<file path="config.mk">
export PLATFORM = sky130hd
export DESIGN_NAME = modular_inverse_flat
export DESIGN_NICKNAME = d
export VERILOG_FILES = /design/src/hdl/mi_pkg.sv /design/src/hdl/mi_if.sv /design/src/hdl/mi_div_unit.sv /design/src/hdl/modular_inverse.sv /design/src/flat_wrapper.sv
export SDC_FILE = /design/constraint.sdc
export NUM_CORES = 1
export LEC_CHECK = 0
export BUFFER_PORTS_ARGS = -buffer_cell sky130_fd_sc_hd__buf_2
export CAP_MARGIN = 0
export CORE_AREA = 2 2 155 233
export DETAILED_ROUTE_END_ITERATION = 10
export DIE_AREA = 0 0 157 235
export PLACE_DENSITY = 0.79
export SETUP_SLACK_MARGIN = 0.05
export SYNTH_ARGS = -nofsm -noshare
export SYNTH_HDL_FRONTEND = slang
export SYNTH_SLANG_ARGS = --single-unit
</file>
<file path="constraint.sdc">
create_clock -name clk -period 10.3 [get_ports clk]
set_input_delay 2.06 -clock clk [delete_from_list [all_inputs] [get_ports clk]]
set_output_delay 2.06 -clock clk [all_outputs]
set_load 0.05 [all_outputs]
</file>
<file path="src/hdl/mi_pkg.sv">
`timescale 1ns / 1ps

package mi_pkg;

  // default operand width for value, modulus and inverse
  localparam int MI_DATA_WIDTH = 31;

endpackage

</file>
<file path="src/hdl/mi_if.sv">
`timescale 1ns / 1ps

interface mi_in_if #(
  parameter int DATA_WIDTH = mi_pkg::MI_DATA_WIDTH
);
  logic                  valid;
  logic                  ready;
  logic [DATA_WIDTH-1:0] value;
  logic [DATA_WIDTH-1:0] modulus;

  modport source (output valid, output value, output modulus, input ready);
  modport sink   (input valid, input value, input modulus, output ready);
endinterface

interface mi_out_if #(
  parameter int DATA_WIDTH = mi_pkg::MI_DATA_WIDTH
);
  logic                  valid;
  logic                  ready;
  logic [DATA_WIDTH-1:0] inverse;
  logic                  exists;

  modport source (output valid, output inverse, output exists, input ready);
  modport sink   (input valid, input inverse, input exists, output ready);
endinterface

</file>
<file path="src/hdl/mi_div_unit.sv">
`timescale 1ns / 1ps

module mi_div_unit #(
  parameter int DATA_WIDTH = mi_pkg::MI_DATA_WIDTH
) (
  input  logic                  clk,
  input  logic                  rst,
  input  logic                  start,
  input  logic [DATA_WIDTH-1:0] dividend,
  input  logic [DATA_WIDTH-1:0] divisor,
  input  logic [DATA_WIDTH:0]   mult,
  input  logic [DATA_WIDTH:0]   addend,
  output logic                  done,
  output logic [DATA_WIDTH-1:0] rem,
  output logic [DATA_WIDTH:0]   acc
);
  import mi_pkg::*;

  localparam int CW = $clog2(DATA_WIDTH + 1);

  logic                  busy;
  logic [CW-1:0]         cnt;
  logic [DATA_WIDTH-1:0] num;
  logic [DATA_WIDTH:0]   trial;
  logic                  ge;
  logic [DATA_WIDTH:0]   diff;
  logic [DATA_WIDTH-1:0] rem_next;
  logic [DATA_WIDTH:0]   acc_next;

  // restoring division, one quotient bit per cycle; each quotient bit also
  // folds mult into acc msb first, so acc ends as quotient * mult + addend
  assign trial    = {rem, num[DATA_WIDTH-1]};
  assign ge       = trial >= {1'b0, divisor};
  assign diff     = trial - {1'b0, divisor};
  assign rem_next = ge ? diff[DATA_WIDTH-1:0] : trial[DATA_WIDTH-1:0];
  assign acc_next = {acc[DATA_WIDTH-1:0], 1'b0} + (ge ? mult : '0);

  always_ff @(posedge clk) begin
    if (rst) begin
      busy <= 1'b0;
      done <= 1'b0;
      cnt  <= '0;
    end else begin
      done <= busy && !start && (cnt == CW'(DATA_WIDTH));
      if (start) begin
        busy <= 1'b1;
        cnt  <= '0;
        num  <= dividend;
        rem  <= '0;
        acc  <= '0;
      end else if (busy) begin
        if (cnt == CW'(DATA_WIDTH)) begin
          // last cycle adds the older coefficient
          acc  <= acc + addend;
          busy <= 1'b0;
        end else begin
          rem <= rem_next;
          num <= {num[DATA_WIDTH-2:0], 1'b0};
          acc <= acc_next;
          cnt <= cnt + 1'b1;
        end
      end
    end
  end

`ifndef SYNTHESIS
  a_start_idle: assert property (@(posedge clk) disable iff (rst)
    start |-> !busy)
    else $error("divider started while busy");
  a_done_pulse: assert property (@(posedge clk) disable iff (rst)
    done |=> !done)
    else $error("divider done held longer than one cycle");
  a_rem_below: assert property (@(posedge clk) disable iff (rst)
    done |-> rem < divisor)
    else $error("remainder not below divisor");
`endif

endmodule

</file>
<file path="src/hdl/modular_inverse.sv">
`timescale 1ns / 1ps

// channel  dir  payload                      handshake
// din      in   value, modulus               valid / ready
// dout     out  inverse, exists              valid / ready
//
// one item at a time: each Euclid round runs on the bit-serial
// divide-and-accumulate unit; at most 45 rounds for 31 bits, plus the
// accept, the closing check, the final reduction and the output load.
// synchronous reset clears the sequencer and the output valid flag.
// din.ready is high only when the sequencer is idle; a result waiting on
// dout does not block the next word from being taken.

module modular_inverse #(
  parameter int DATA_WIDTH = mi_pkg::MI_DATA_WIDTH
) (
  input logic     clk,
  input logic     rst,
  mi_in_if.sink   din,
  mi_out_if.source dout
);
  import mi_pkg::*;

  localparam logic [2:0] S_IDLE   = 3'd0;
  localparam logic [2:0] S_CHECK  = 3'd1;
  localparam logic [2:0] S_DIV    = 3'd2;
  localparam logic [2:0] S_REDUCE = 3'd3;
  localparam logic [2:0] S_FINAL  = 3'd4;

  logic [2:0]            state;
  logic [DATA_WIDTH-1:0] r;
  logic [DATA_WIDTH-1:0] nr;
  logic [DATA_WIDTH-1:0] m;
  logic [DATA_WIDTH:0]   tmag;
  logic [DATA_WIDTH:0]   ntmag;
  logic                  idx;
  logic [DATA_WIDTH:0]   tmod;

  logic                  out_valid;
  logic [DATA_WIDTH-1:0] out_inverse;
  logic                  out_exists;

  logic                  div_start;
  logic                  div_done;
  logic [DATA_WIDTH-1:0] div_rem;
  logic [DATA_WIDTH:0]   div_acc;

  logic                  accept;
  logic                  coprime;
  logic [DATA_WIDTH:0]   tsub;
  logic [DATA_WIDTH-1:0] inv_next;

  assign din.ready    = (state == S_IDLE);
  assign accept       = din.valid && din.ready;
  assign dout.valid   = out_valid;
  assign dout.inverse = out_inverse;
  assign dout.exists  = out_exists;

  assign div_start = (state == S_CHECK) && (nr != '0) && (m != '0);

  mi_div_unit #(
    .DATA_WIDTH (DATA_WIDTH)
  ) u_div (
    .clk      (clk),
    .rst      (rst),
    .start    (div_start),
    .dividend (r),
    .divisor  (nr),
    .mult     (ntmag),
    .addend   (tmag),
    .done     (div_done),
    .rem      (div_rem),
    .acc      (div_acc)
  );

  // coefficient magnitude never exceeds the modulus, one subtract reduces it
  assign tsub    = tmag - {1'b0, m};
  assign coprime = (m != '0) && (r == DATA_WIDTH'(1));
  // even round count means the coefficient is non-positive
  assign inv_next = !coprime ? '0 :
                    (!idx && tmod != '0) ? m - tmod[DATA_WIDTH-1:0] :
                    tmod[DATA_WIDTH-1:0];

  always_ff @(posedge clk) begin
    if (rst) begin
      state     <= S_IDLE;
      out_valid <= 1'b0;
    end else begin
      if (out_valid && dout.ready && (state != S_FINAL)) begin
        out_valid <= 1'b0;
      end
      case (state)
        S_IDLE: begin
          if (accept) begin
            r     <= din.modulus;
            nr    <= din.value;
            m     <= din.modulus;
            tmag  <= '0;
            ntmag <= (DATA_WIDTH + 1)'(1);
            idx   <= 1'b0;
            state <= S_CHECK;
          end
        end
        S_CHECK: begin
          state <= div_start ? S_DIV : S_REDUCE;
        end
        S_DIV: begin
          if (div_done) begin
            tmag  <= ntmag;
            ntmag <= div_acc;
            r     <= nr;
            nr    <= div_rem;
            idx   <= ~idx;
            state <= S_CHECK;
          end
        end
        S_REDUCE: begin
          tmod  <= (tmag >= {1'b0, m}) ? tsub : tmag;
          state <= S_FINAL;
        end
        S_FINAL: begin
          if (!out_valid || dout.ready) begin
            out_valid   <= 1'b1;
            out_inverse <= inv_next;
            out_exists  <= coprime;
            state       <= S_IDLE;
          end
        end
        default: begin
          state <= S_IDLE;
        end
      endcase
    end
  end

`ifndef SYNTHESIS
  a_busy_after_accept: assert property (@(posedge clk) disable iff (rst)
    accept |=> !din.ready)
    else $error("ready still high after a word was taken");
  a_no_inverse_zero: assert property (@(posedge clk) disable iff (rst)
    (out_valid && !out_exists) |-> out_inverse == '0)
    else $error("inverse nonzero without an inverse");
  a_done_in_div: assert property (@(posedge clk) disable iff (rst)
    div_done |-> state == S_DIV)
    else $error("divider finished outside the divide state");
  a_result_in_range: assert property (@(posedge clk) disable iff (rst)
    (state == S_FINAL && coprime) |-> inv_next < m)
    else $error("inverse not below modulus");
`endif

endmodule

</file>
<file path="src/flat_wrapper.sv">
// flat-port wrapper written by rule: the top's interface ports become plain ports
module modular_inverse_flat import mi_pkg::*;
#(
  parameter int DATA_WIDTH = mi_pkg::MI_DATA_WIDTH
)
  (clk, rst, din_valid, din_value, din_modulus, din_ready, dout_valid, dout_inverse, dout_exists, dout_ready);
  mi_in_if #(.DATA_WIDTH(DATA_WIDTH)) din_i ();
  mi_out_if #(.DATA_WIDTH(DATA_WIDTH)) dout_i ();
  input logic clk;
  input logic rst;
  input wire logic [$bits(din_i.valid)-1:0] din_valid;
  input wire logic [$bits(din_i.value)-1:0] din_value;
  input wire logic [$bits(din_i.modulus)-1:0] din_modulus;
  output wire logic [$bits(din_i.ready)-1:0] din_ready;
  output wire logic [$bits(dout_i.valid)-1:0] dout_valid;
  output wire logic [$bits(dout_i.inverse)-1:0] dout_inverse;
  output wire logic [$bits(dout_i.exists)-1:0] dout_exists;
  input wire logic [$bits(dout_i.ready)-1:0] dout_ready;
  assign din_i.valid = din_valid;
  assign din_i.value = din_value;
  assign din_i.modulus = din_modulus;
  assign din_ready = din_i.ready;
  assign dout_valid = dout_i.valid;
  assign dout_inverse = dout_i.inverse;
  assign dout_exists = dout_i.exists;
  assign dout_i.ready = dout_ready;
  modular_inverse #(.DATA_WIDTH(DATA_WIDTH)) u_core (.clk(clk), .rst(rst), .din(din_i), .dout(dout_i));
endmodule
</file>
==> impl_metrics.json <==
{
  "status": "finished clean",
  "htree_num_levels": 1,
  "dr.pass1.iters": 5,
  "clock_sinks": 327,
  "grt_use_met3_pct": 3.39,
  "finalPower_mw": 4.19,
  "rsz0062_at_grt": "no",
  "design.die.area_um2": 36900,
  "design_area_um2": 23300,
  "post_cts_resized": 0,
  "report.final.slew_viol_count": 0,
  "totalWireLength_um": 56200,
  "io_buffers": 99,
  "syn_area_um2": 21300,
  "p_leak_nw": 9.38,
  "antenna_found_initial": 1,
  "path_max_fanout": 51,
  "syn_area_per_cell_um2": 10.2,
  "drive_gt1_share_pct": 12.9,
  "finalCritPeriodShare_pct": 64.6,
  "power_density_nw_per_um2": 180,
  "synth_nets": 2309,
  "ys_seq_elements": 327,
  "p_switching_mw": 1.35,
  "use_met2_pct": 55.5,
  "busiest_layer": "met2",
  "placed_cells": 2592,
  "cts-buffers-inserted": 31,
  "grt_use_total_pct": 30.7,
  "post_cts_buffers": 0,
  "relSlewSlack_pct": 27.0,
  "dieHeight_um": 235,
  "hp-class": "reg -> reg",
  "rows": 84,
  "core_area_um2": 34800,
  "hold_viol": 0,
  "p_int_mw": 2.84,
  "ys_seq_area_share_pct": 45.5,
  "root_buffer": "clkbuf_16",
  "peakVddDrop_mv": 0.165,
  "antenna_cells": 0,
  "finish.net_count": 2378,
  "cp-end-kind": "flip-flop",
  "synth_top_area_cell": "edfxtp_1",
  "dp_hpwl_um": 41700,
  "cp.arrival_ns": 7.08,
  "synthCells": 2083,
  "clkPwrFrac_pct": 27.9,
  "synth_top_area_share_pct": 44.5,
  "via_count": 16500,
  "tightest_slew_ns": 1.09,
  "drt_iter0_drc": 976,
  "grt_pass1_vias": 16800,
  "yosysWarnings": 0,
  "fp.dieW_um": 157,
  "viasPerCell": 6.23,
  "tns_ns": 0,
  "power.share.switching_pct": 32.2,
  "pwr-share-comb_pct": 30.9,
  "clkLatencyLatePin_ns": 0.60,
  "clockBufferDepth": 3,
  "wire_per_inst_um": 21.2,
  "period_needed_ns": 6.65,
  "grt.overflow.total": 0,
  "whs_ns": 0.460,
  "grt_pass1_wl_um": 88200,
  "place_congestion": 0.960,
  "route.detailed.drc": 0,
  "fmax_ghz": 0.150,
  "yosys-top-cells-area": "edfxtp_1, ha_1, mux2_2, a21oi_1, nor2_1",
  "cts_hold_buf": 0,
  "cp.required_ns": 10.73,
  "criticalPathCategory": "reg -> reg",
  "drtAntennaViolNets": 0,
  "start_kind": "flip-flop",
  "drv_cap": 0,
  "synth_edf_count": 316,
  "postPlaceCellArea_um2": 22300,
  "grt_max_degree": 82,
  "power_frac_seq_pct": 41.2,
  "synthArstFlopShare_pct": 0,
  "area_growth_pct": 9.25,
  "ys.flop_type": "edfxtp_1",
  "ioPinCount": 100,
  "setup_viol": 0,
  "fin_skew_ns": 0.0354,
  "cts_tree": "built",
  "cts.reportedPaths.clkPinSlew_ns": 0.07,
  "initial_core_util_pct": 61.3,
  "final_cells": 2648,
  "synth_cell_types": 67,
  "use_met1_pct": 33.1,
  "fill_cells": 2740
}
[cell usage after synthesis, drive strengths merged, types with 25 or more instances]
cell / instances
nand3: 35
a31oi: 26
inv: 120
and2: 69
clkbuf: 69
o21a: 25
mux2: 101
edfxtp: 316
a21oi: 192
a21o: 74
xnor2: 81
o21ai: 78
ha: 155
nor2: 207
xor2: 49
nor3: 36
nor2b: 56
nand2b: 30
nor4: 31
nand4: 26
nand2: 99
[placed cells by master (no fill, tap or decap), types with 9 or more instances in the layout]
cell type,instances
nand2b_1,30
or3_1,12
ha_1,155
and2_1,69
xnor2_1,81
o21bai_1,17
o211ai_1,9
nor3_1,35
xor2_1,49
o21a_1,24
a31oi_1,26
o31ai_1,11
nand2_1,98
mux2i_1,19
clkbuf_1,11
a21o_1,74
a211oi_1,16
and3_1,16
o21ai_0,78
buf_2,99
inv_1,119
mux2_2,101
nor2b_1,55
nand4_1,26
clkbuf_16,31
nand3_1,35
nor2_1,204
nor4_1,30
dfxtp_1,11
buf_4,16
a21oi_1,191
edfxtp_1,316
[sequential cells by signal, indices dropped and copies added (netlist names), 31 cells and up]
| name | cells |
|---|---|
| u_core.tmod | 32 |
| u_core.m | 31 |
| u_core.ntmag | 32 |
| u_core.u_div.num | 31 |
| u_core.dout.inverse | 31 |
| u_core.nr | 31 |
| u_core.tmag | 32 |
| u_core.u_div.acc | 32 |
| u_core.u_div.rem | 31 |
| u_core.r | 31 |
[worst max-delay path: stages (launching register included)]
cell and delay [ns]:
edfxtp_1 0.42, ha_1 0.38, nor2b_1 0.18, o31a_1 0.30, o21ai_0 0.53, o211ai_1 0.28
nor3_1 0.25, o21a_2 0.67, buf_4 0.66, nand2b_1 0.24, inv_1 0.06, ha_1 0.29
a211oi_1 0.09, o31ai_1 0.53, a311oi_1 0.20, o2111ai_1 0.35, nand4_1 0.14, nor2b_1 0.20
o21ai_0 0.22, xor2_1 0.17, nor2_1 0.06, a211oi_1 0.22
[worst paths after layout]
path | cells past startpoint | endpoint | startpoint | slack [ns]
setup / recovery | 21 | u_core.u_div.acc[30]$_SDFFCE_PP0P_ | u_core.u_div.rem[1]$_SDFFCE_PP0P_ | 3.65
hold / removal | 2 | u_core.u_div.done$_SDFF_PP0_ | u_core.u_div.busy$_SDFF_PP0_ | 0.46
setup reg to reg | 21 | u_core.u_div.acc[30]$_SDFFCE_PP0P_ | u_core.u_div.rem[1]$_SDFFCE_PP0P_ | 3.65
hold reg to reg | 2 | u_core.u_div.done$_SDFF_PP0_ | u_core.u_div.busy$_SDFF_PP0_ | 0.46
[final cells by class]
type / count / area [µm²] / share of cell area [%]
clock buffers: 44 / 845 / 3.62
flip-flops and latches: 327 / 9710 / 41.7
well taps: 473 / 592 / 2.54
repair buffers: 115 / 616 / 2.64
multi-input cells: 1557 / 10900 / 46.9
clock inverters: 12 / 166 / 0.714
inverters: 120 / 450 / 1.93
[power by group through the flow]
stage / registers [mW] / logic, mW / clock network [mW]
floorplan: 1.71 / 1.00 / 0
global placement: 1.75 / 1.25 / 0
detailed placement: 1.75 / 1.27 / 0
CTS: 1.72 / 1.29 / 1.18
global route: 1.73 / 1.43 / 1.23
finish: 1.72 / 1.30 / 1.17
[routing by layer]
| layer | routed length [µm] | vias up |
|---|---|---|
| met5 | 7 | - |
| met4 | 4390 | 2 |
| met3 | 2470 | 214 |
| met2 | 29200 | 522 |
| met1 | 20200 | 7989 |
| li1 | - | 7770 |
[cell families (layout without fill, tap and decap cells)]
logic type	after synthesis	in the layout	share of synthesized area (%)
AND/OR/NAND/NOR	635	635	14.8
AO/OA/AOI/OAI	512	512	15.1
flip-flops	327	327	45.5
buffers and inverters	199	291	3.51
adder cells (fa/ha/maj)	160	160	9.56
XOR/XNOR	130	130	5.34
multiplexers	120	120	6.22
[metrics by stage]
step,utilization (%),setup WS (ns)
detailed placement,64.1,3.78
global route,67.0,3.24
CTS,67.0,3.75
global placement,64.1,4.00
finish,67.0,3.65
floorplan,-,1.07
Note: power is estimated with default switching activity, not from simulation.
